<file path="config.mk">
export PLATFORM = sky130hd
export DESIGN_NAME = go_back_n_sender_core
export DESIGN_NICKNAME = d
export VERILOG_FILES = /design/src/rtl/gbn_pkg.sv /design/src/rtl/gbn_ram.sv /design/src/rtl/gbn_csum.sv /design/src/rtl/go_back_n_sender_core.sv
export SDC_FILE = /design/constraint.sdc
export NUM_CORES = 2
export LEC_CHECK = 0
export ABC_AREA = 0
export BUFFER_PORTS_ARGS = -buffer_cell sky130_fd_sc_hd__buf_4
export CAP_MARGIN = 25
export CORE_UTILIZATION = 50
export DETAILED_ROUTE_END_ITERATION = 6
export PLACE_DENSITY = 0.66
export SLEW_MARGIN = 25
export SYNTH_ARGS = -nofsm -noshare
export SYNTH_HDL_FRONTEND = slang
export SYNTH_SLANG_ARGS = --single-unit
</file>
<file path="constraint.sdc">
create_clock -name i_clk -period 39.3 [get_ports i_clk]
set_input_delay 5.895 -clock i_clk [delete_from_list [all_inputs] [get_ports i_clk]]
set_output_delay 5.895 -clock i_clk [all_outputs]
set_load 0.005 [all_outputs]
</file>
<file path="src/rtl/gbn_pkg.sv">
// Package for the go-back-n sender: sizes, codes, item structs and slot arithmetic.
// No dependencies; imported by gbn_csum and go_back_n_sender_core.
`default_nettype none
package gbn_pkg;

    localparam int WINDOW   = 8;
    localparam int SEQ_BITS = 16;

    localparam int    SLOT_W  = (WINDOW > 1) ? $clog2(WINDOW) : 1;
    localparam int    CNT_W   = $clog2(WINDOW + 1);
    localparam longint SEQ_MAX = (longint'(1) << SEQ_BITS) - 1;
    localparam int    WIN_CAP = (longint'(WINDOW) < SEQ_MAX) ? WINDOW : int'(SEQ_MAX);

    localparam int WIN_W     = 4;
    localparam int TMO_W     = 16;
    localparam int CMP_W     = (CNT_W > WIN_W) ? CNT_W : WIN_W;
    localparam int CFG_IDX_W = 2;
    localparam int CFG_W     = 16;

    localparam int SUM_W      = 32;
    localparam int PAY_W      = 160;
    localparam int LANE_BYTES = SUM_W / 8;
    localparam int CSUM_STEPS = PAY_W / SUM_W;
    localparam int STEP_W     = $clog2(CSUM_STEPS);

    localparam logic [1:0] KIND_MSG  = 2'd0;
    localparam logic [1:0] KIND_ACK  = 2'd1;
    localparam logic [1:0] KIND_TICK = 2'd2;

    localparam logic [1:0] ST_NEW     = 2'd0;
    localparam logic [1:0] ST_RETX    = 2'd1;
    localparam logic [1:0] ST_REFUSED = 2'd2;

    localparam logic [CFG_IDX_W-1:0] REG_WINDOW  = CFG_IDX_W'(0);
    localparam logic [CFG_IDX_W-1:0] REG_TIMEOUT = CFG_IDX_W'(1);

    localparam logic [WIN_W-1:0] WINDOW_RST  = WIN_W'(8);
    localparam logic [TMO_W-1:0] TIMEOUT_RST = TMO_W'(20);

    typedef logic [SEQ_BITS-1:0] t_seq;
    typedef logic [SLOT_W-1:0]   t_slot;
    typedef logic [CNT_W-1:0]    t_cnt;

    typedef struct packed {
        logic [1:0]        kind;
        logic [63:0]       payload_lo;
        logic [63:0]       payload_mid;
        logic [31:0]       payload_hi;
        logic [15:0]       pkt_seq;
        logic [15:0]       pkt_ack;
        logic signed [31:0] pkt_checksum;
    } t_in_item;

    typedef struct packed {
        logic [1:0]         status;
        logic [15:0]        seq_num;
        logic [15:0]        ack_num;
        logic signed [31:0] sum_field;
        logic [63:0]        out_payload_lo;
        logic [63:0]        out_payload_mid;
        logic [31:0]        out_payload_hi;
        logic               last;
    } t_out_item;

    typedef struct packed {
        logic             start;
        logic [SUM_W-1:0] init;
        logic [PAY_W-1:0] data;
    } t_csum_req;

    // a < WINDOW and b <= WINDOW, so one conditional subtract wraps the slot
    function automatic t_slot slot_add(t_slot a, t_cnt b);
        logic [CNT_W:0] s;
        s = (CNT_W + 1)'(a) + (CNT_W + 1)'(b);
        if (s >= (CNT_W + 1)'(WINDOW)) begin
            s = s - (CNT_W + 1)'(WINDOW);
        end
        return SLOT_W'(s);
    endfunction

endpackage
`default_nettype wire

</file>
<file path="src/rtl/gbn_ram.sv">
// Generic single-write, single-read RAM with registered read data.
// No dependencies.
`default_nettype none
module gbn_ram #(
    parameter int WIDTH = 160,
    parameter int DEPTH = 8
) (
    input  wire logic                                      i_clk,
    input  wire logic                                      i_we,
    input  wire logic [((DEPTH > 1) ? $clog2(DEPTH) : 1)-1:0] i_waddr,
    input  wire logic [WIDTH-1:0]                          i_wdata,
    input  wire logic [((DEPTH > 1) ? $clog2(DEPTH) : 1)-1:0] i_raddr,
    output logic      [WIDTH-1:0]                          o_rdata
);

    logic [WIDTH-1:0] r_mem [DEPTH];
    logic [WIDTH-1:0] r_rdata;

    always_ff @(posedge i_clk) begin
        if (i_we) begin
            r_mem[i_waddr] <= i_wdata;
        end
        r_rdata <= r_mem[i_raddr];
    end

    assign o_rdata = r_rdata;

endmodule
`default_nettype wire

</file>
<file path="src/rtl/gbn_csum.sv">
// Iterative packet checksum: one 32-bit lane of signed bytes added per cycle.
// Depends on gbn_pkg.
`default_nettype none
module gbn_csum (
    input  wire logic                    i_clk,
    input  wire logic                    i_rst_n,
    input  wire gbn_pkg::t_csum_req      i_req,
    output logic                         o_done,
    output logic [gbn_pkg::SUM_W-1:0]    o_sum
);
    import gbn_pkg::*;

    logic [SUM_W-1:0]  r_acc;
    logic [PAY_W-1:0]  r_data;
    logic [STEP_W-1:0] r_step;
    logic              r_busy;
    logic              r_done;
    logic [SUM_W-1:0]  w_lane;

    always_comb begin
        w_lane = r_acc;
        for (int k = 0; k < LANE_BYTES; k++) begin
            w_lane = w_lane + {{(SUM_W - 8){r_data[8 * k + 7]}}, r_data[8 * k +: 8]};
        end
    end

    always_ff @(posedge i_clk) begin
        if (!i_rst_n) begin
            r_busy <= 1'b0;
            r_done <= 1'b0;
            r_step <= '0;
        end else begin
            r_done <= 1'b0;
            if (i_req.start) begin
                r_busy <= 1'b1;
                r_step <= '0;
            end else if (r_busy) begin
                r_step <= r_step + STEP_W'(1);
                if (r_step == STEP_W'(CSUM_STEPS - 1)) begin
                    r_busy <= 1'b0;
                    r_done <= 1'b1;
                end
            end
        end
    end

    always_ff @(posedge i_clk) begin
        if (i_req.start) begin
            r_acc  <= i_req.init;
            r_data <= i_req.data;
        end else if (r_busy) begin
            r_acc  <= w_lane;
            r_data <= r_data >> SUM_W;
        end
    end

    assign o_done = r_done;
    assign o_sum  = r_acc;

endmodule
`default_nettype wire

</file>
<file path="src/rtl/go_back_n_sender_core.sv">
// Go-back-N ARQ sender top level: window control, timer, retransmission sequencer.
// Depends on gbn_pkg, gbn_ram and gbn_csum.
//
//   channel   direction  handshake                    payload
//   in        input      i_in_valid / o_in_ready      i_in_data  (t_in_item)
//   out       output     o_out_valid / i_out_ready    o_out_data (t_out_item)
//   cfg       input      i_cfg_we                     i_cfg_idx, i_cfg_data
//
// Message: checksum over 5 lane steps, then the result is loaded; ack: 5 lane steps, no result.
// Tick at expiry: each resent packet takes a RAM read, 5 lane steps and a load.
// Refused message: goes straight to the load state; other ticks and ignored kinds stay idle, no result.
// All checksums go through the single checksum unit.
// Reset is synchronous and clears window, timer and control registers to defaults.
// A stalled output holds the sequencer in its load state; input waits until idle.
`default_nettype none
module go_back_n_sender_core (
    input  wire logic                            i_clk,
    input  wire logic                            i_rst_n,
    input  wire logic                            i_in_valid,
    output logic                                 o_in_ready,
    input  wire gbn_pkg::t_in_item               i_in_data,
    output logic                                 o_out_valid,
    input  wire logic                            i_out_ready,
    output gbn_pkg::t_out_item                   o_out_data,
    input  wire logic                            i_cfg_we,
    input  wire logic [gbn_pkg::CFG_IDX_W-1:0]   i_cfg_idx,
    input  wire logic [gbn_pkg::CFG_W-1:0]       i_cfg_data
);
    import gbn_pkg::*;

    localparam logic [2:0] S_IDLE   = 3'd0;
    localparam logic [2:0] S_CSUM   = 3'd1;
    localparam logic [2:0] S_EMIT   = 3'd2;
    localparam logic [2:0] S_RTX_RD = 3'd3;
    localparam logic [2:0] S_RTX_GO = 3'd4;

    logic [2:0]       r_state;
    t_seq             r_base;
    t_seq             r_next_seq;
    t_slot            r_base_slot;
    logic             r_timer_on;
    logic [TMO_W-1:0] r_timer_left;
    logic [WIN_W-1:0] r_window;
    logic [TMO_W-1:0] r_timeout;
    logic             r_out_valid;
    logic             r_refuse;
    t_cnt             r_idx;
    t_cnt             r_rtx_cnt;
    t_in_item         r_item;
    logic [PAY_W-1:0] r_pay;
    t_seq             r_emit_seq;
    t_out_item        r_out_data;

    t_seq             w_cnt;
    t_cnt             w_cnt_c;
    logic [CMP_W-1:0] w_effw;
    logic             w_full;
    logic             w_accept;
    logic             w_out_free;
    logic             w_last;
    t_slot            w_wr_slot;
    t_slot            w_rd_slot;
    t_seq             w_ack_d;
    logic             w_ack_ok;
    t_seq             w_new_base;
    logic [PAY_W-1:0] w_in_pay;
    logic [PAY_W-1:0] w_rdata;
    t_csum_req        w_req;
    logic             w_csum_done;
    logic [SUM_W-1:0] w_csum_sum;
    t_out_item        w_out;

    assign o_in_ready = (r_state == S_IDLE);
    assign w_accept   = i_in_valid && o_in_ready;
    assign w_out_free = !r_out_valid || i_out_ready;
    assign w_in_pay   = {i_in_data.payload_hi, i_in_data.payload_mid, i_in_data.payload_lo};

    always_comb begin
        w_cnt   = r_next_seq - r_base;
        w_cnt_c = CNT_W'(w_cnt);
        w_effw  = CMP_W'(r_window);
        if (w_effw == '0) begin
            w_effw = CMP_W'(1);
        end
        if (w_effw > CMP_W'(WIN_CAP)) begin
            w_effw = CMP_W'(WIN_CAP);
        end
        w_full     = CMP_W'(w_cnt_c) >= w_effw;
        w_wr_slot  = slot_add(r_base_slot, w_cnt_c);
        w_rd_slot  = slot_add(r_base_slot, r_idx);
        w_ack_d    = SEQ_BITS'(r_item.pkt_ack) + t_seq'(1) - r_base;
        w_ack_ok   = (w_csum_sum == r_item.pkt_checksum) && (w_ack_d != '0)
                     && (w_ack_d <= w_cnt);
        w_new_base = r_base + w_ack_d;
        w_last     = r_refuse || (r_item.kind != KIND_TICK) || (r_idx + t_cnt'(1) == r_rtx_cnt);
    end

    always_comb begin
        w_req.start = 1'b0;
        w_req.init  = SUM_W'(r_next_seq);
        w_req.data  = w_in_pay;
        if (w_accept && i_in_data.kind == KIND_MSG && !w_full) begin
            w_req.start = 1'b1;
        end else if (w_accept && i_in_data.kind == KIND_ACK) begin
            w_req.start = 1'b1;
            w_req.init  = SUM_W'(i_in_data.pkt_seq) + SUM_W'(i_in_data.pkt_ack);
        end else if (r_state == S_RTX_GO) begin
            w_req.start = 1'b1;
            w_req.init  = SUM_W'(r_base + t_seq'(r_idx));
            w_req.data  = w_rdata;
        end
    end

    always_comb begin
        w_out                 = '0;
        w_out.last            = w_last;
        if (r_refuse) begin
            w_out.status = ST_REFUSED;
        end else begin
            w_out.status          = (r_item.kind == KIND_TICK) ? ST_RETX : ST_NEW;
            w_out.seq_num         = 16'(r_emit_seq);
            w_out.sum_field       = w_csum_sum;
            w_out.out_payload_lo  = r_pay[63:0];
            w_out.out_payload_mid = r_pay[127:64];
            w_out.out_payload_hi  = r_pay[159:128];
        end
    end

    gbn_ram #(
        .WIDTH (PAY_W),
        .DEPTH (WINDOW)
    ) u_store (
        .i_clk   (i_clk),
        .i_we    (w_accept && i_in_data.kind == KIND_MSG && !w_full),
        .i_waddr (w_wr_slot),
        .i_wdata (w_in_pay),
        .i_raddr (w_rd_slot),
        .o_rdata (w_rdata)
    );

    gbn_csum u_csum (
        .i_clk   (i_clk),
        .i_rst_n (i_rst_n),
        .i_req   (w_req),
        .o_done  (w_csum_done),
        .o_sum   (w_csum_sum)
    );

    always_ff @(posedge i_clk) begin
        if (!i_rst_n) begin
            r_state      <= S_IDLE;
            r_base       <= '0;
            r_next_seq   <= '0;
            r_base_slot  <= '0;
            r_timer_on   <= 1'b0;
            r_timer_left <= '0;
            r_window     <= WINDOW_RST;
            r_timeout    <= TIMEOUT_RST;
            r_out_valid  <= 1'b0;
            r_refuse     <= 1'b0;
            r_idx        <= '0;
            r_rtx_cnt    <= '0;
        end else begin
            if (i_cfg_we) begin
                case (i_cfg_idx)
                    REG_WINDOW:  r_window  <= i_cfg_data[WIN_W-1:0];
                    REG_TIMEOUT: r_timeout <= i_cfg_data[TMO_W-1:0];
                    default: ;
                endcase
            end
            if (r_state == S_EMIT && w_out_free) begin
                r_out_valid <= 1'b1;
            end else if (r_out_valid && i_out_ready) begin
                r_out_valid <= 1'b0;
            end
            case (r_state)
                S_IDLE: begin
                    if (w_accept) begin
                        r_refuse <= (i_in_data.kind == KIND_MSG) && w_full;
                        case (i_in_data.kind)
                            KIND_MSG: begin
                                if (w_full) begin
                                    r_state  <= S_EMIT;
                                end else begin
                                    r_next_seq <= r_next_seq + t_seq'(1);
                                    if (w_cnt == '0) begin
                                        r_timer_on   <= 1'b1;
                                        r_timer_left <= r_timeout;
                                    end
                                    r_state <= S_CSUM;
                                end
                            end
                            KIND_ACK: begin
                                r_state <= S_CSUM;
                            end
                            KIND_TICK: begin
                                if (r_timer_on) begin
                                    if (r_timer_left > TMO_W'(1)) begin
                                        r_timer_left <= r_timer_left - TMO_W'(1);
                                    end else begin
                                        r_timer_left <= r_timeout;
                                        if (w_cnt != '0) begin
                                            r_idx     <= '0;
                                            r_rtx_cnt <= w_cnt_c;
                                            r_state   <= S_RTX_RD;
                                        end
                                    end
                                end
                            end
                            default: ;
                        endcase
                    end
                end
                S_CSUM: begin
                    if (w_csum_done) begin
                        if (r_item.kind == KIND_ACK) begin
                            if (w_ack_ok) begin
                                r_base      <= w_new_base;
                                r_base_slot <= slot_add(r_base_slot, CNT_W'(w_ack_d));
                                r_timer_on  <= (w_new_base != r_next_seq);
                                r_timer_left <= (w_new_base == r_next_seq) ? '0 : r_timeout;
                            end
                            r_state <= S_IDLE;
                        end else begin
                            r_state <= S_EMIT;
                        end
                    end
                end
                S_EMIT: begin
                    if (w_out_free) begin
                        if (w_last) begin
                            r_state <= S_IDLE;
                        end else begin
                            r_idx   <= r_idx + t_cnt'(1);
                            r_state <= S_RTX_RD;
                        end
                    end
                end
                S_RTX_RD: r_state <= S_RTX_GO;
                S_RTX_GO: r_state <= S_CSUM;
                default:  r_state <= S_IDLE;
            endcase
        end
    end

    always_ff @(posedge i_clk) begin
        if (w_accept) begin
            r_item     <= i_in_data;
            r_pay      <= w_in_pay;
            r_emit_seq <= r_next_seq;
        end
        if (r_state == S_RTX_GO) begin
            r_pay      <= w_rdata;
            r_emit_seq <= r_base + t_seq'(r_idx);
        end
        if (r_state == S_EMIT && w_out_free) begin
            r_out_data <= w_out;
        end
    end

    assign o_out_valid = r_out_valid;
    assign o_out_data  = r_out_data;

`ifndef SYNTHESIS
    a_timer_needs_outstanding: assert property (@(posedge i_clk) disable iff (!i_rst_n)
        r_timer_on |-> (r_next_seq != r_base))
        else $error("timer running with empty window");

    a_window_bound: assert property (@(posedge i_clk) disable iff (!i_rst_n)
        (longint'(w_cnt) <= longint'(WIN_CAP)))
        else $error("outstanding count beyond window capacity");

    a_csum_done_in_wait: assert property (@(posedge i_clk) disable iff (!i_rst_n)
        w_csum_done |-> (r_state == S_CSUM))
        else $error("checksum finished outside its wait state");

    a_load_from_emit: assert property (@(posedge i_clk) disable iff (!i_rst_n)
        $rose(r_out_valid) |-> ($past(r_state) == S_EMIT))
        else $error("result loaded outside emit state");
`endif

endmodule
`default_nettype wire

</file>
==> key figures <==
Route
  • DR WL/cell: about 27 µm
  • Routed Antenna Nets: 0
  • Final wirelength: 230000 µm
  • DR pass1 iterations: 6
  • DRC Markers: 0
  • Vias post-DR: 49252
  • DR vias/cell: slightly below 6
  • Initial DRC Count: about 4600

Yosys
  • Synthesized cell area: 88100 µm²
  • Seq cells post-synth: ~2200
  • Top cell type's share of synthesized area: 65.0%
  • Register area share after synthesis: between 70% and 80%
  • Most used DFF post-synth: edfxtp_1
  • Area leader, netlist: edfxtp_1
  • Cell count after synthesis: roughly 5500
  • Yosys cell types: 95
  • Syn. warnings: 0
  • Synth async-reset ratio: 0%
  • Syn_area_per_cell: 16.0 µm²
  • Top cells by area, synth: edfxtp_1 65%, mux4_2 8.2%, dfxtp_1 5.7%, nand2_1 2.9%, mux2_2 2.1%
  • Post-synth EDFFs: between 1500 and 2000

GRT
  • Pin count of the biggest net entering global routing: approximately 160
  • Initial antenna violation count: 33
  • GR Util All Layers: roughly 26%
  • First-pass GRT wire length: about 330000 µm
  • Vias in the first global route: 48830
  • Total gr overflow: 0

Setup path
  • Cells on worst reg2reg path: 22
  • WS Path Type: primary input to register
  • Worst r2r src: r_base[1]
  • Cell mode on critical path: buf_4
  • CP arrival: 9.43 ns
  • Slowest Stage Delay on Critical Path: 0.82 ns
  • Crit end category: register
  • R2R Setup Slk: 32.48 ns
  • FF-to-FF End: r_timer_left[6]
  • Crit path from: i_in_data[224]
  • Slowest CP cell: buf_4
  • Critical path data required time: roughly 40 ns
  • Worst-path fanout max: between 40 and 50
  • Worst setup SP type: primary input
  • Worst path cell trace: buf_4, inv_1, ha_1, nand2_1, a211oi_2, buf_4, nand2_1, nor2_4, buf_4, buf_4

Floorplanning
  • I/O Pins: 478
  • DIE HEIGHT: about 420 µm
  • Initial Util: between 50% and 60%
  • Row count: 153
  • Die Width: approximately 420 µm
  • Placeable Area: roughly 170000 µm²
  • Die area: around 180000 µm²

Cells and area
  • Register area: between 60000 and 70000 µm²
  • Nets: approximately 6400
  • Most frequent cells in the layout: 1909 x edfxtp_1, 680 x nand2_1, 509 x buf_4
  • FILL cells: ~13000
  • Final Cell Area: ~100000 µm²
  • Commonest non-fill, non-tap cell in the layout: edfxtp_1
  • Area grow syn2layout: 15.1%
  • Layout cells sized above 1: approximately 22%
  • Multi-input gate area: 24400 µm²

Pwr
  • Power density over cell area: 59.4 nW/µm²
  • Clock share of power: between 30% and 40%
  • Sw frac: ~28%
  • Int Power: 4.35 mW
  • Peak supply drop: approximately 0.000056 V
  • Comb power frac: roughly a fifth
  • Sw Pwr: 1.67 mW
  • Seq pwr share: 45.6%
  • P_leak: around 36 nW

Clocking
  • Clock Latency Late Sink: 0.87 ns
  • Postcts setup bufs: 0
  • Clk slew on worst S/H paths: about 0.06 ns
  • Number of H-tree levels: 4
  • Cts hold-fix bufs: 0
  • Clock sinks: between 2000 and 2500
  • CTS tree: done
  • Root buffer cell: clkbuf_16
  • Cells resized by post-CTS repair: 0
  • Clock tree buffer depth: 3
  • Inserted Clock Buffers: around 210

Worst hold path
  • WHS Path Cells: 2
  • Hold Crit Class: register to register
  • Hold EP: u_csum.o_done
  • Min-Delay Startpoint: u_csum.r_step[2]

Placed design
  • Setup slack at placement: 29.52 ns
  • GPL Wtd Cong: just over 0.9
  • Number of buffers added on ports: roughly 460
  • Area after DPL: between 90000 and 100000 µm²
  • Hpwl dp: ~150000 µm

STA
  • Fmax: approximately 110 MHz
  • Final hold viol count: 0
  • Worst Tran Pin Value: 1.12 ns
  • Final number of setup-violating endpoints: 0
  • Slew Limit Fails: 0
  • Final min period: about 9.0 ns
  • Clk_skew: between 0.05 and 0.06 ns
  • Post-route setup TNS: 0 ns
  • Rel. slew slack: around a quarter
  • Tcrit/Tclk final: ~23%
  • RSZ-0062 raised after global routing: no
  • Setup ws final: 30.35 ns

Outcome
  • Outcome: completed

Job
  • Max-cap violations: 0
layout make-up:
type                       instances  share of cell area, %
antenna                           17                 0.0419
clock buffer                     297                   5.78
clock inverter                   107                   1.33
inverter                         120                  0.444
multi-input combinational       2960                   24.1
sequential                      2159                   61.4
tap                             2325                   2.87
timing repair buffer             522                   4.03
worst max-delay path, delay by kind of cell:
family	cells	cell delay [ns]
simple gates	3	0.79
buf+inv	5	2.09
fa+ha+maj	1	0.30
compound gates	1	0.21
layer usage:
layer,part of all wire [%],GRT usage (%),vias up
met5,0.057,0,-
met4,3.7,9.73,18
met3,6.1,3.94,380
met2,50,42.8,1794
met1,40,34.0,25234
li1,-,-,21826
power by group through the flow:
stage / Combinational, mW / Clock, mW / Sequential (mW)
floorplan: 0.855 / 0 / 2.76
global placement: 1.17 / 0 / 2.79
detailed placement: 1.19 / 0 / 2.79
CTS: 1.20 / 2.11 / 2.75
global route: 1.34 / 2.19 / 2.75
finish: 1.20 / 2.08 / 2.74
how the worst max path moves through the flow:
stage / cells past startpoint / end / slack (ns)
floorplan: 5 / u_store.r_mem[2][0] / 15.31
detailed placement: 10 / u_store.r_mem[5][105] / 29.52
global placement: 10 / u_store.r_mem[5][104] / 29.57
finish: 10 / u_store.r_mem[5][102] / 30.35
CTS: 10 / u_csum.r_data[0] / 30.43
global route: 10 / u_csum.r_data[1] / 30.18
logic make-up (layout without fill, tap and decap cells):
logic type,after synthesis,after routing,synth area share [%]
DFF,2159,2159,70.7
and+or+nand+nor,1474,1474,7.65
AOI/OAI and AO/OA,606,606,4.39
muxes,499,499,10.4
buffers and inverters,393,1046,1.77
adders and majority gates,199,199,3.29
xor gates and xnor gates,166,166,1.73
other,1,33,0.00425
metrics by stage:
step                      util, %  std cells  hold slack [ns]  power [mW]
after global placement       54.0       8084            0.458        3.96
after global routing         58.2       8502            0.479        6.28
final                        58.2       8507            0.461        6.02
after detailed placement     54.0       8084            0.466        3.98
after floorplan                 -       5512            0.437        3.61
after CTS                    58.1       8488            0.466        6.05
sequential cells by signal, indices dropped and copies added (netlist names), 3 cells and up:
register and flops:
r_rtx_cnt 4, r_next_seq 16, r_state 3, u_store.r_mem 1280
r_base_slot 3, r_base 16, r_timeout 16, o_out_data 211
r_pay 160, r_window 4, u_csum.r_data 160, u_csum.o_sum 32
r_item 50, r_idx 4, r_emit_seq 16, u_csum.r_step 3
r_timer_left 16, u_store.o_rdata 160
Yosys cell counts, types with 6 or more instances:
| cell type | instances |
|---|---|
| edfxtp_1 | 1909 |
| nand2_1 | 682 |
| mux4_2 | 320 |
| nor2_1 | 305 |
| dfxtp_1 | 250 |
| nor2b_1 | 223 |
| clkbuf_1 | 214 |
| mux2_2 | 164 |
| a31oi_1 | 144 |
| ha_1 | 144 |
| o21ai_0 | 124 |
| inv_1 | 120 |
| a21oi_1 | 119 |
| xor2_1 | 82 |
| xnor2_1 | 79 |
| fa_1 | 55 |
| nor3_1 | 53 |
| nand3_1 | 48 |
| a21o_1 | 35 |
| buf_1 | 29 |
| nand4_1 | 26 |
| nor4_1 | 26 |
| o21a_1 | 26 |
| o21ai_1 | 20 |
| o211ai_1 | 19 |
| buf_4 | 17 |
| and2_1 | 16 |
| nand2b_1 | 16 |
| and3_1 | 15 |
| mux2i_1 | 15 |
| a211oi_1 | 14 |
| nand3b_1 | 14 |
| o31ai_1 | 14 |
| or3_1 | 13 |
| buf_2 | 12 |
| o22ai_1 | 10 |
| a221oi_1 | 8 |
| a22oi_1 | 6 |
| nor3b_1 | 6 |
Power figures use the tool's default switching activity.
